<file path="config.mk">
export PLATFORM = sky130hd
export DESIGN_NAME = smart_card_atr_parser
export DESIGN_NICKNAME = d
export VERILOG_FILES = /design/src/sv/satr_pkg.sv /design/src/sv/satr_parse.sv /design/src/sv/smart_card_atr_parser.sv
export SDC_FILE = /design/constraint.sdc
export NUM_CORES = 1
export LEC_CHECK = 0
export BUFFER_PORTS_ARGS = -buffer_cell sky130_fd_sc_hd__buf_2
export CAP_MARGIN = 10
export CORE_AREA = 2 2 103 80
export CTS_CLUSTER_SIZE = 20
export DETAILED_ROUTE_END_ITERATION = 8
export DIE_AREA = 0 0 105 82
export PLACE_DENSITY = 0.72
export SETUP_SLACK_MARGIN = 0.05
export SLEW_MARGIN = 20
export SYNTH_ARGS = -nofsm -noshare
export SYNTH_HDL_FRONTEND = slang
export SYNTH_HIERARCHICAL = 1
export SYNTH_SLANG_ARGS = --single-unit
</file>
<file path="constraint.sdc">
create_clock -name clock -period 3.3 [get_ports clock]
set_input_delay 0.33 -clock clock [delete_from_list [all_inputs] [get_ports clock]]
set_output_delay 0.33 -clock clock [all_outputs]
set_load 0.005 [all_outputs]
</file>
<file path="src/sv/satr_pkg.sv">
// Shared types and codes for the smart card ATR parser.
// No dependencies; imported by every module of the parser.
`default_nettype none

package satr_pkg;

   // Field kind codes reported with each result item
   localparam logic [2:0] KIND_TS     = 3'd0;
   localparam logic [2:0] KIND_T0     = 3'd1;
   localparam logic [2:0] KIND_IFACE  = 3'd2;
   localparam logic [2:0] KIND_HIST   = 3'd3;
   localparam logic [2:0] KIND_CHECK  = 3'd4;
   localparam logic [2:0] KIND_BEYOND = 3'd5;
   localparam logic [2:0] KIND_ERROR  = 3'd6;

   localparam logic [7:0] TS_INVERSE_RAW = 8'h03;
   localparam logic [7:0] TS_INVERSE_OUT = 8'h3F;

   typedef struct packed {
      logic [7:0] rx_byte;
      logic       new_atr;
   } satr_req_type;

   typedef struct packed {
      logic [7:0] out_byte;
      logic [5:0] byte_index;
      logic [2:0] field_kind;
      logic       atr_complete;
      logic [3:0] protocol;
      logic       inverse;
      logic       overflow;
   } satr_rsp_type;

endpackage

`default_nettype wire

</file>
<file path="src/sv/satr_parse.sv">
// ATR structure tracker: parse state and the result register.
// Depends on satr_pkg; driven by the input stage of smart_card_atr_parser.
`default_nettype none

module satr_parse
   import satr_pkg::*;
#(
   parameter int MAX_ATR_BYTES = 33
) (
   input  wire logic         clock,
   input  wire logic         reset,
   input  wire logic         advance,
   input  wire satr_req_type item,
   input  wire logic         rsp_ready,
   output logic              rsp_valid,
   output satr_rsp_type      rsp_item
);

   typedef enum logic [2:0] {
      PH_WAIT_TS = 3'd0,
      PH_T0      = 3'd1,
      PH_IFACE   = 3'd2,
      PH_HIST    = 3'd3,
      PH_CHECK   = 3'd4,
      PH_DONE    = 3'd5,
      PH_ERROR   = 3'd6
   } phase_type;

   localparam logic [5:0] MAX_BYTES = 6'(MAX_ATR_BYTES);

   phase_type    phase_ff, phase_in;
   logic [2:0]   group_left_ff, group_left_in;
   logic         td_follows_ff, td_follows_in;
   logic [3:0]   hist_left_ff, hist_left_in;
   logic [3:0]   protocol_ff, protocol_in;
   logic         inverse_ff, inverse_in;
   logic [5:0]   byte_count_ff, byte_count_in;
   logic         rsp_valid_ff, rsp_valid_in;
   satr_rsp_type rsp_ff, rsp_in;

   logic [7:0]   decoded;
   logic [7:0]   c;
   logic [2:0]   pop;
   logic [2:0]   group_dec;
   logic         complete;
   logic [2:0]   kind;
   logic [5:0]   index;
   logic         settle_req;

   // Inverse convention: reverse bit order and invert
   always_comb begin
      for (int i = 0; i < 8; i++) begin
         decoded[7 - i] = ~item.rx_byte[i];
      end
   end

   always_comb begin
      phase_in      = phase_ff;
      group_left_in = group_left_ff;
      td_follows_in = td_follows_ff;
      hist_left_in  = hist_left_ff;
      protocol_in   = protocol_ff;
      inverse_in    = inverse_ff;
      byte_count_in = byte_count_ff;
      c             = inverse_ff ? decoded : item.rx_byte;
      index         = byte_count_ff;
      kind          = KIND_ERROR;
      complete      = 1'b0;
      settle_req    = 1'b0;
      pop           = 3'({2'b00, c[4]} + {2'b00, c[5]} + {2'b00, c[6]} + {2'b00, c[7]});
      group_dec     = (group_left_ff != 3'd0) ? group_left_ff - 3'd1 : group_left_ff;

      priority if (item.new_atr || phase_ff == PH_WAIT_TS) begin
         inverse_in    = (item.rx_byte == TS_INVERSE_RAW);
         c             = inverse_in ? TS_INVERSE_OUT : item.rx_byte;
         group_left_in = 3'd0;
         td_follows_in = 1'b0;
         hist_left_in  = 4'd0;
         protocol_in   = 4'd0;
         index         = 6'd0;
         kind          = KIND_TS;
         byte_count_in = 6'd1;
         phase_in      = PH_T0;
      end else if (phase_ff == PH_DONE) begin
         kind = KIND_BEYOND;
      end else if (phase_ff == PH_ERROR || phase_ff > PH_ERROR
                   || byte_count_ff >= MAX_BYTES) begin
         phase_in = PH_ERROR;
         kind     = KIND_ERROR;
      end else begin
         byte_count_in = byte_count_ff + 6'd1;
         unique case (phase_ff)
            PH_T0: begin
               kind          = KIND_T0;
               hist_left_in  = c[3:0];
               group_left_in = pop;
               td_follows_in = c[7];
               settle_req    = 1'b1;
            end
            PH_IFACE: begin
               kind          = KIND_IFACE;
               group_left_in = group_dec;
               // last byte of a group that carried TD: chain to the next group
               if (group_dec == 3'd0 && td_follows_ff) begin
                  protocol_in   = c[3:0];
                  group_left_in = pop;
                  td_follows_in = c[7];
               end
               settle_req = 1'b1;
            end
            PH_HIST: begin
               kind         = KIND_HIST;
               hist_left_in = (hist_left_ff != 4'd0) ? hist_left_ff - 4'd1 : hist_left_ff;
               settle_req   = 1'b1;
            end
            default: begin
               kind     = KIND_CHECK;
               phase_in = PH_DONE;
               complete = 1'b1;
            end
         endcase
      end

      if (settle_req) begin
         priority if (group_left_in != 3'd0) begin
            phase_in = PH_IFACE;
         end else if (hist_left_in != 4'd0) begin
            phase_in = PH_HIST;
         end else if (protocol_in != 4'd0) begin
            phase_in = PH_CHECK;
         end else begin
            phase_in = PH_DONE;
            complete = 1'b1;
         end
      end

      rsp_in.out_byte     = c;
      rsp_in.byte_index   = index;
      rsp_in.field_kind   = kind;
      rsp_in.atr_complete = complete;
      rsp_in.protocol     = protocol_in;
      rsp_in.inverse      = inverse_in;
      rsp_in.overflow     = (phase_in == PH_ERROR);

      rsp_valid_in = advance || (rsp_valid_ff && !rsp_ready);
   end

   always_ff @(posedge clock) begin
      if (reset) begin
         phase_ff      <= PH_WAIT_TS;
         group_left_ff <= 3'd0;
         td_follows_ff <= 1'b0;
         hist_left_ff  <= 4'd0;
         protocol_ff   <= 4'd0;
         inverse_ff    <= 1'b0;
         byte_count_ff <= 6'd0;
         rsp_valid_ff  <= 1'b0;
      end else begin
         rsp_valid_ff <= rsp_valid_in;
         if (advance) begin
            phase_ff      <= phase_in;
            group_left_ff <= group_left_in;
            td_follows_ff <= td_follows_in;
            hist_left_ff  <= hist_left_in;
            protocol_ff   <= protocol_in;
            inverse_ff    <= inverse_in;
            byte_count_ff <= byte_count_in;
         end
      end
      if (advance) begin
         rsp_ff <= rsp_in;
      end
   end

   assign rsp_valid = rsp_valid_ff;
   assign rsp_item  = rsp_ff;

endmodule

`default_nettype wire

</file>
<file path="src/sv/smart_card_atr_parser.sv">
// Top level of the smart card ATR parser: input register and handshake.
// Depends on satr_pkg and satr_parse.
`default_nettype none

// Takes one received ATR byte per item and returns one result item per byte:
// the convention-corrected byte, its position, its field kind, the
// completion flag, the latest TD protocol and the inverse/overflow flags.
// One item per clock cycle is sustained while the result side is not
// stalled; each item passes the input register and then the result
// register before its result is presented. A new byte is taken while a
// finished result waits, as long as the input register can move on.
// new_atr restarts parsing at any point and clears an overflow.

module smart_card_atr_parser
   import satr_pkg::*;
#(
   parameter int MAX_ATR_BYTES = 33
) (
   input  wire logic         clock,
   input  wire logic         reset,
   input  wire logic         req_valid,
   output logic              req_ready,
   input  wire satr_req_type req_item,
   output logic              rsp_valid,
   input  wire logic         rsp_ready,
   output satr_rsp_type      rsp_item
);

   satr_req_type req_ff;
   logic         req_valid_ff, req_valid_in;
   logic         advance;

   // move the held item on when the result register is free or draining
   assign advance      = req_valid_ff && (!rsp_valid || rsp_ready);
   assign req_ready    = !req_valid_ff || advance;
   assign req_valid_in = (req_valid && req_ready) || (req_valid_ff && !advance);

   always_ff @(posedge clock) begin
      if (reset) begin
         req_valid_ff <= 1'b0;
      end else begin
         req_valid_ff <= req_valid_in;
      end
      if (req_valid && req_ready) begin
         req_ff <= req_item;
      end
   end

   satr_parse #(
      .MAX_ATR_BYTES (MAX_ATR_BYTES)
   ) u_parse (
      .clock     (clock),
      .reset     (reset),
      .advance   (advance),
      .item      (req_ff),
      .rsp_ready (rsp_ready),
      .rsp_valid (rsp_valid),
      .rsp_item  (rsp_item)
   );

endmodule

`default_nettype wire

</file>
==> impl_summary.md, run 1 <==
Outcome
The flow ran to the end, and the final reports show no timing, DRC or antenna violations.

Timing
Setup repair after global routing left no endpoint under its margin. For the final database, setup skew stands at 0.0120 ns. The worst path in the final design needs a cycle of approximately 2.9 ns, including I/O delays and setup.

For this run, the top clock speed supported by timing is 0.345 GHz. The pin slew with the least headroom to its limit is 0.664 ns. The share of the clock period used by the worst path is between 80% and 90%. The count of pins over their slew limit came to 0. Setup violations remaining at the end of the flow were counted as 0.

Measured against its own limit, the worst slew margin works out to 55.4%. The number of failing hold endpoints at the final stage was 0. After routing, the total negative slack on setup checks comes to 0 ns.

CTS
The post-CTS setup buffer count is 0. Once the clock tree was built, the resizer swapped 0 gates to a different size. The clock sink count is 57. The buffer levels on the longest clock path is 2. After clock tree synthesis, the clock-pin slew on the worst setup and hold paths is 0.07 ns.

The clock latency of the later-clocked register in the worst-skew pair is approximately 0.35 ns. TritonCTS built the clock tree. The clock tree synthesis step divided the H-tree into 3 levels. Counting the buffers created by CTS gives 9.

The master cell of the clock root buffer is clkbuf_8. Buffers inserted to repair hold after CTS numbered 0.

Min path
Counting instances, the worst hold path has a depth of 1. The worst hold endpoint is req_ff[8]. The worst hold path belongs to the class in -> reg.

The startpoint identified for the worst hold timing path is req_item[8].

Die
In this run the vertical extent of the chip is 82 microns. The die width is 105 microns. The initial core utilization is about two fifths.

The area of the die is 0.00861 sq mm. In this run the count of I/O pins placed on the die edge is 39. The floorplan has 28 rows. The floorplan core area is 0.00764 sq mm.

Route
The number of search-and-repair iterations in the first detailed-routing pass is 5. For this block, the initial DRC count from the detailed router was about 130. For this run, design rule violations remaining after detail routing come to 0.

The routed wire length is between 6000 and 7000 microns. The detailed-route via count is between 2k and 2.5k. The number of nets with antenna violations after detailed routing is 0.

In the routed layout, each cell is associated on average with a via count of 5.19. The routed length per placed instance is around 14 microns.

Placed design
Summing all placed instances gives a cell area of 0.00333 sq mm. The number of buffers inserted by port buffering is 38. Routability-driven placement finished with a final weighted congestion of around 0.92. Summed over all nets, the half-perimeter wirelength after detailed placement is around 4600 microns.

Global route
The maximum number of pins on one net before global-route repair is 22. The via count of the first global-routing pass is ~2.3k. The global-route congestion overflow total is 0. The number of antenna violations at the first check in global routing came to 0. Global routing used 16.0% of the available tracks across all layers. The first-pass GRT wire length is between 10000 and 15000 microns.

Worst setup path
For the worst flop-to-flop path, the logic depth is 10. Traced cell by cell, the critical path runs through mux2_2 -> fa_1 -> inv_1 -> ha_1 -> ha_1 -> inv_1 -> o211ai_1 -> o211ai_1 -> and4b_1 -> a32o_1. The worst reg2reg path startpoint is u_parse/inverse_ff.

The number of buffers and inverters on the critical path is 2. The critical-path maximum fanout is 4. The data required time at the worst endpoint is roughly 3.4 ns.

Among cell families on the critical path, the largest total delay comes from adder cells. The slowest stage cell on the critical path is fa_1. STA puts the critical path data arrival time at roughly 3 ns. The flop-to-flop setup slack is about 0.40 ns. The element type at the critical path end is a flop. On the worst path, the slowest cell contributes a delay of about 0.48 ns. The critical path is of the reg -> reg type. STA classifies the critical path startpoint as a flop. The terminus of the critical flop-to-flop path is u_parse/rsp_item[6].

Logic synthesis
The share of synthesized flip-flops with an asynchronous set or reset is 0%. In this run the mean area of a mapped cell was around 10 sq um. The synthesized design contains 57 register bits. The warning count from the yosys run is 6. The number of unique standard cell types used by synthesis is 65. The synthesized instance count is 298. In this run, synthesis inferred 33 flip-flops with an integrated enable. The net count after synthesis is 320. Summing the sequential cell areas from Yosys gives between 40 and 50% of the chip area. The prevailing post-synth register cell is edfxtp_1. The post-synth design cell area is roughly 0.003 sq mm.

Finish
The cell area after layout is ~0.0035 sq mm. Compared with the post-synthesis result, the final layout area differs by 15.5%. The layout cell share with drive strength beyond 1 is a little under a quarter. The count of antenna diodes in the layout is 0. For this run, the post-layout net count is approximately 360.

Pwr
The leakage power of the design is 0.00132 uW. Across the VDD grid, the largest voltage drop is roughly 260 uV. Dividing total power by cell area gives a power density of 436 mW/mm^2. The overall power is roughly 1500 uW.

Run
The max-cap violation count is 0.
[routing by layer]
metal / global-route usage [%] / vias to the layer above / wire length, microns
li1: - / 1164 / -
met1: 20.4 / 1083 / 3060
met2: 24.6 / 72 / 2710
met3: 5.56 / 10 / 417
met4: 7.20 / 0 / 101
met5: 0 / - / 0
[cell families after synthesis]
group | synth area share, %
multiplexers | 5.18
flip-flops | 48.7
AO/OA/AOI/OAI | 17.4
AND/OR/NAND/NOR | 18.2
buffers and inverters | 4.89
adder cells (fa/ha/maj) | 3.98
XOR/XNOR | 1.74
[power by group]
part           internal [uW]  switching [uW]  total [uW]
Combinational           67.3             103         170
Sequential               781            21.3         803
Clock                    283             265         547
[worst max path at each step]
stage / slack [ns] / depth (start not counted) / from / end
CTS: 0.42 / 10 / u_parse/inverse_ff / u_parse/rsp_item[6]
detailed placement: 0.44 / 10 / u_parse/inverse_ff / u_parse/rsp_item[6]
finish: 0.40 / 10 / u_parse/inverse_ff / u_parse/rsp_item[6]
global route: 0.24 / 10 / u_parse/inverse_ff / u_parse/rsp_item[6]
global placement: 0.51 / 10 / u_parse/inverse_ff / u_parse/rsp_item[6]
floorplan: 0.16 / 12 / u_parse/inverse_ff / u_parse/rsp_item[6]
[area by class of cell]
| type | instances | area [sq um] |
|---|---|---|
| clock inverter | 4 | 21.3 |
| tap | 105 | 131 |
| inverter | 22 | 82.6 |
| timing repair buffer | 43 | 228 |
| clock buffer | 11 | 141 |
| sequential | 57 | 1470 |
| fill | 775 | 4150 |
| multi-input combinational | 207 | 1410 |
[placed cells by master, fill, tap and decap left out, types with 3 or more instances in the layout]
cell       n
a21o_2     3
and2_1     3
nor2b_1    5
a31oi_1    4
mux2_2     5
a21oi_1   24
buf_2     38
mux2i_1   10
o21a_1     6
inv_1     22
dfxtp_1   24
edfxtp_1  33
nor2_1    36
nand4_1    4
nor3_1     8
nor4_1     4
nand2_1   17
ha_1       8
o21ai_0    9
nand2b_1   4
clkbuf_8  10
buf_4      5
xor2_1     4
o211ai_1   6
[state kept, by name, summed over array words and instances (netlist names)]
register	count
u_parse/hist_left_ff	4
u_parse/byte_count_ff	6
req_ff	9
u_parse/phase_ff	3
req_valid_ff	1
u_parse/protocol_ff	4
u_parse/rsp_item	24
u_parse/td_follows_ff	1
u_parse/inverse_ff	1
u_parse/rsp_valid	1
u_parse/group_left_ff	3
[synthesized netlist by cell type, drive strengths merged, types with 6 or more instances]
library cell	instances	share of area, %
o211ai	6	1.5
edfxtp	33	33
o21a	6	1.5
nor3	9	1.9
o21ai	10	1.7
a21oi	25	4.3
mux2i	10	3.3
clkbuf	8	1.3
inv	22	2.7
nor2	37	4.7
nand2	17	2.1
dfxtp	24	16
ha	8	3.3
[metrics by stage]
step,hold slack (ns),setup slack (ns),std cells,utilization [%]
global placement,0.469,0.507,434,43.6
floorplan,0.392,0.157,298,-
detailed placement,0.471,0.441,434,43.6
CTS,0.141,0.420,449,45.7
global route,0.137,0.242,449,45.7
finish,0.153,0.403,449,45.7
Note: power is estimated with default switching activity, not from simulation.
==> inputs of run 2 (changes only) <==
- CORE_AREA: 2 2 103 80 -> 2 2 92 72
- DIE_AREA: 0 0 105 82 -> 0 0 94 74
- PLACE_DENSITY: 0.72 -> not set
- PLACE_DENSITY_LB_ADDON: not set -> 0.1
==> impl_summary.md, run 2 (synthesis gave the netlist of run 1 again) <==
Route
The mean number of vias per cell is 5.44. The detailed-route via count is about 2.3k. The met3 wire length is between 200 and 300 microns. The detail route stage leaves a number of antenna-violating nets equal to 0. Detailed routing placed a total of roughly 2700 microns of wire on met2. In the final routing, the length of wire on met1 measures around 3200 microns.

The number of search-and-repair iterations in the first detailed-routing pass is 5. After detailed routing, the average wire length per cell comes to ~15 microns. The number of DRC markers after the initial detailed-route iteration is 91.

Summed over all layers, the routed wires come to 6280 microns. For this run, design rule violations remaining after detail routing come to 0. Signal routing reaches up to met4.

Finish
The sequential cells in the finished layout cover a total of 0.00147 sq mm. Leaving out fill and tap cells, the most frequent cell in the layout is buf_2. The top cell types in the final layout, fill and taps aside, are buf_2 (38), nor2_1 (36), edfxtp_1 (33). From synthesis to final layout, the design area changed by 15.5%. The layout cell share with drive strength beyond 1 is about a quarter.

The final cell utilization of the core is 57.2%. The count of antenna diodes in the layout is 0. The register with the most flip-flops in the layout has 24 of them. The total number of nets in the final design is 360. The multi-input combinational cells in the finished layout cover a total of 0.00141 sq mm. The layout has about 530 filler cells.

Die
The die is 94 microns wide. The floorplan step set the die height to ~74 microns. The initial utilization of the core area, before any placement, comes to 49.5%.

The site row count is 25. The die covers around 0.0070 sq mm. In this run the count of I/O pins placed on the die edge is 39. The region available for standard cell placement spans slightly above 0.006 sq mm.

Global route
Global routing consumed, over all layers together, between 20% and 30% of the routing resources. The via count of the first global-routing pass is between 2k and 2.5k. The global-route congestion overflow total is 0.

The first global-routing pass estimated 10700 microns of wire. The maximum number of pins on one net before global-route repair is 36. The number of antenna violations at the first check in global routing is 0.

Outcome
The flow ran to the end, and the final reports show no timing, DRC or antenna violations.

Placed design
The routability congestion estimate is approximately 0.86. Input and output buffers added on the ports amount to 38. The half-perimeter wire length after placement is approximately 4400 microns.

Timing
The count of pins over their slew limit is 0. The clock skew after layout is 0.00616 ns. Setup repair after global routing left no endpoint under its margin. Setup violations remaining at the end of the flow were counted as 0. Headroom to the max-slew limit came out at between 50% and 60%. Counting I/O delays and the setup requirement, the final critical path takes a little over 3 ns.

Static timing analysis puts the maximum clock frequency at ~0.33 GHz. The pin slew with the least headroom to its limit is between 0.7 and 0.8 ns. Setup total negative slack on the finished layout was measured at 0 ns.

The share of the clock period used by the worst path is just over 90%. The number of failing hold endpoints at the final stage is 0.

Pwr
The analysis attributes to net switching a power of ~400 uW. Dividing total power by cell area gives a power density of 477 mW/mm^2. Cell internal power was estimated by the tool at 1260 uW.

In this run switching power makes up 24.1% of total power. The clock network fraction of design power is 41.7%. The leakage power of the design is 0.00134 uW. The worst-case IR drop observed on VDD is 245 uV. Sequential cells account for between 40% and 50% of the total power. The relative contribution of combinational cells to total power is about a tenth.

CTS
Clock tree synthesis selected as its root buffer the cell clkbuf_8. The post-CTS resize count is 0. Clock tree synthesis found a total of 57 sinks. In this run, post-CTS hold repair placed 0 buffers.

No sink is reached through more buffers than the 2 on the longest clock path. The H-tree was split into 3 levels. Buffers inserted during clock tree synthesis total 9.

Clock-pin slew was measured on the worst setup and hold paths at approximately 0.07 ns. The number of setup buffers added after CTS is 0. The later pin in the worst-skew pair is clocked with a latency of approximately 0.34 ns. The clock tree from TritonCTS is done.

Min path
The cell count of the worst hold path is 1. The classification of the worst-slack hold path is in -> reg.

Worst setup path
The startpoint type of the worst setup path is a flop. Walking the worst path, the cells encountered are mux2_2 -> fa_1 -> inv_1 -> ha_1 -> ha_1 -> inv_1 -> o211ai_1 -> o211ai_1 -> and4b_1 -> a32o_1. The largest incremental delay on the critical path is just under 0.5 ns. Data on the critical path arrives at its endpoint at approximately 3.1 ns. For the worst setup path, the data required time is roughly 3.4 ns. Along the worst path, the maximum fanout reaches 7. The category of the most critical setup path is reg -> reg. The number of cells on the worst reg-to-reg path is 10. The slowest stage cell on the critical path is fa_1.

STA classifies the critical path endpoint as a flop.

Run
The tool flagged a number of max-cap violations equal to 0.
run 2: final cells by class:
cell class | count | share of cell area [%]
clock buffers | 9 | 3.55
clock inverters | 6 | 2.40
inverters | 22 | 2.37
multi-input cells | 207 | 40.5
flip-flops and latches | 57 | 42.2
well taps | 81 | 2.90
repair buffers | 41 | 6.10
run 2: per-layer routing:
metal  vias to the layer above  track usage, %
met2                        55            29.7
met3                        12            5.67
met5                         -               0
met1                      1076            28.7
li1                       1158               -
met4                         0            8.21
run 2: stage by stage:
step | worst slack (ns) | hold WS [ns] | power, uW | instances | area (sq um)
after CTS | 0.322 | 0.148 | 1680 | 423 | 3490
after floorplan | 0.157 | 0.392 | 931 | 298 | 3020
after global routing | 0.153 | 0.144 | 1740 | 423 | 3490
final | 0.284 | 0.159 | 1660 | 423 | 3490
after detailed placement | 0.348 | 0.473 | 984 | 408 | 3280
after global placement | 0.349 | 0.472 | 984 | 408 | 3280
run 2: path summary, 6_finish.rpt:
| kind | from | endpoint | slack (ns) |
|---|---|---|---|
| worst max-delay path | u_parse/inverse_ff | u_parse/rsp_item[6] | 0.28 |
| worst max register to register | u_parse/inverse_ff | u_parse/rsp_item[6] | 0.28 |
| worst min register to register | u_parse/protocol_ff[1] | u_parse/protocol_ff[1] | 0.48 |
| worst min-delay path | req_item[6] | req_ff[6] | 0.16 |
run 2: worst max-delay path: cells and delay by family, from the launching register on:
| kind | cells | cell delay, ns |
|---|---|---|
| AOI/OAI and AO/OA | 3 | 0.57 |
| adders and majority gates | 3 | 0.96 |
| buffers and inverters | 2 | 0.09 |
| DFF | 1 | 0.47 |
| muxes | 1 | 0.39 |
| and+or+nand+nor | 1 | 0.30 |
run 2: power groups by stage:
stage               registers (uW)  logic (uW)  clock network, uW
global placement               817         166                  0
CTS                            802         168                708
global route                   805         189                746
floorplan                      812         119                  0
finish                         802         169                693
detailed placement             818         166                  0
==> inputs of run 3 (changes only) <==
- CELL_PAD_IN_SITES_DETAIL_PLACEMENT: not set -> 1
- CELL_PAD_IN_SITES_GLOBAL_PLACEMENT: not set -> 1
- CORE_AREA: 2 2 92 72 -> 2 2 103 80
- DIE_AREA: 0 0 94 74 -> 0 0 105 82
==> impl_summary.md, run 3 (synthesis gave the netlist of run 1 again) <==
Outcome
The flow ran to the end, and the final reports show no timing, DRC or antenna violations.

Placed design
Summed over all nets, the half-perimeter wirelength after detailed placement is around 5300 microns. The routability congestion estimate is 0.798. The number of buffers inserted by port buffering is 38. The minimum setup slack after placement is roughly 0.3 ns.

Global route
The via count of the first global-routing pass came to 2331. The global-route congestion overflow total is 0. The maximum number of pins on one net before global-route repair is 36.

The global-route usage over all layers is between 10% and 20%. The number of antenna violations at the first check in global routing is 0. The first global-routing pass estimated ~12000 microns of wire.

CTS
The master cell of the clock root buffer is clkbuf_8. Counting along the longest clock path gives a buffer depth of 2. CTS built an H-tree with a depth of 3. Counting the buffers created by CTS gives 9.

In this run, post-CTS hold repair placed 0 buffers. The clock tree from TritonCTS is done. The post-CTS setup buffer count is 0. The clock latency of the later-clocked register in the worst-skew pair is roughly 0.34 ns. The clock sink count is 57. After clock tree synthesis, the clock-pin slew on the worst setup and hold paths is roughly 0.070 ns. Post-CTS repair changed the size of 0 cells.

Pwr
For this design the ratio of total power to cell area is 467 mW/mm^2. Summed over all cells, the static leakage comes to between 0.001 and 0.0015 uW. The portion of total power attributed to sequential cells is just under 50%.

The relative contribution of combinational cells to total power is about a tenth. The power spent charging and discharging nets is approximately 430 uW. Total power for the finished layout comes to between 1500 and 2000 uW. The switching part of the total is between 20% and 30%. The cell internal power dissipation is roughly 1200 uW. Of the total power, the clock network draws between 40% and 50%. The peak supply drop is about 250 uV.

Die
The initial core utilization is approximately 40%. The floorplan core area is between 0.007 and 0.008 sq mm. The die is 82 microns tall. 39 I/O pins were placed. From left edge to right edge, the die measures 105 microns. The site row count is 28.

The area of the die is about 0.0086 sq mm.

Worst setup path
The critical path goes through mux2_2 -> fa_1 -> inv_1 -> ha_1 -> ha_1 -> inv_1 -> o211ai_1 -> o211ai_1 -> and4b_1 -> a32o_1. The largest single stage delay on the critical path is around 0.51 ns. The number of cells on the worst reg-to-reg path is 10. On the critical path, the stage with the largest delay is an instance of dfxtp_1.

In this run the worst path has a maximum fanout of 8. The terminus of the critical flop-to-flop path is u_parse/rsp_item[6]. The worst reg2reg path startpoint is u_parse/inverse_ff.

The critical path is of the reg -> reg type. The worst setup path is captured at a flop. Data on the critical path is required at its endpoint by between 3 and 4 ns. The startpoint type of the worst setup path is a flop. The arrival time reported for the critical path endpoint is 3.12 ns. The flop-to-flop setup slack is about 0.26 ns.

Finish
Registers take 0.00147 sq mm. The area overhead of the layout relative to synthesis is 16.9%. The most common cell after layout, fill and taps aside is buf_2. The multi-input combinational cells in the finished layout cover a total of between 0.001 and 0.0015 sq mm. The flip-flop count of the largest register, all copies and words added is 24. In the final layout, the share of cells above drive strength 1 is approximately 24%. Fill cells in the final layout number between 800 and 900. The count of antenna diodes in the layout is 0. For this run, the post-layout net count is roughly 360. The library cells used most frequently in the layout, excluding fill and tap cells, are buf_2 (38), nor2_1 (36), edfxtp_1 (33).

Route
The number of search-and-repair iterations in the first detailed-routing pass is 4. The detail route stage leaves a number of antenna-violating nets equal to 0. Using the TritonRoute via totals, the vias-per-cell ratio works out to ~5.2. Summed over all layers, the routed wires come to 7200 microns. After detailed routing, the average wire length per cell comes to ~16 microns.

The detailed-route via count is between 2k and 2.5k. The number of DRC markers after the initial detailed-route iteration is 84. The count of unresolved DRC violations after routing is 0.

Timing
Based on the critical path, the design can be clocked at up to between 0.3 and 0.4 GHz. The post-route minimum period is about 3.0 ns. Summed over all failing endpoints, the final setup total negative slack is 0 ns. Setup slack closes at between 0.2 and 0.3 ns.

Across all hold checks on the routed design, the worst slack comes to 0.165 ns. Setup repair after global routing left no endpoint under its margin. Setup violations remaining at the end of the flow were counted as 0. The count of pins over their slew limit is 0. The clock arrives with about 0.0092 ns of skew. The share of the clock period used by the worst path is 92.0%.

Headroom to the max-slew limit came out at between 50% and 60%. The number of failing hold endpoints at the final stage is 0. For the pin with the worst max-slew slack, the measured transition is just under 0.7 ns.

Min path
The source of the worst hold timing path is req_item[8]. The classification of the worst-slack hold path is in -> reg. Counting instances, the worst hold path has a depth of 1. The path with the worst hold slack has its endpoint at req_ff[8].

Run
The max-cap violation count is 0.
[run 3: power by group through the flow]
stage / Sequential [uW] / Clock [uW] / Combinational, uW
after floorplan: 812 / 0 / 119
after global placement: 818 / 0 / 173
after detailed placement: 819 / 0 / 176
after CTS: 803 / 690 / 177
after global routing: 807 / 719 / 197
final: 803 / 670 / 177
[run 3: routing by layer]
| metal | wire (microns) | GRT usage [%] | vias to the layer above |
|---|---|---|---|
| li1 | - | - | 1160 |
| met1 | 3730 | 24.3 | 1123 |
| met2 | 3060 | 26.9 | 41 |
| met3 | 238 | 4.60 | 16 |
| met4 | 174 | 8.40 | 0 |
| met5 | 0 | 0 | - |
[run 3: how the worst max path moves through the flow]
stage | from | end | slack (ns) | depth (start not counted)
6_report | u_parse/inverse_ff | u_parse/rsp_item[6] | 0.26 | 10
5_1_grt | u_parse/inverse_ff | u_parse/rsp_item[6] | 0.08 | 10
4_1_cts | u_parse/inverse_ff | u_parse/rsp_item[6] | 0.28 | 10
3_5_place_dp | u_parse/inverse_ff | u_parse/rsp_item[6] | 0.30 | 10
3_3_place_gp | u_parse/inverse_ff | u_parse/rsp_item[6] | 0.35 | 10
2_1_floorplan | u_parse/inverse_ff | u_parse/rsp_item[6] | 0.16 | 12
[run 3: critical path, delay by kind of cell, from the launching register on]
kind | cells | cell delay, ns
adders and majority gates | 3 | 0.97
and+or+nand+nor | 1 | 0.24
AOI/OAI and AO/OA | 3 | 0.57
muxes | 1 | 0.40
buffers and inverters | 2 | 0.09
DFF | 1 | 0.51
[run 3: area by class of cell]
class	instances	area share (%)
clock buffer	10	3.90
inverter	22	2.34
timing repair buffer	43	6.45
sequential	57	41.7
clock inverter	6	1.88
tap	105	3.72
multi-input combinational	207	40.0
[run 3: per-stage QoR]
stage	utilization (%)	cell area [sq um]	instances
finish	46.2	3530	450
global route	46.2	3530	450
CTS	46.2	3530	450
detailed placement	43.6	3330	434
global placement	43.6	3330	434
floorplan	-	3020	298
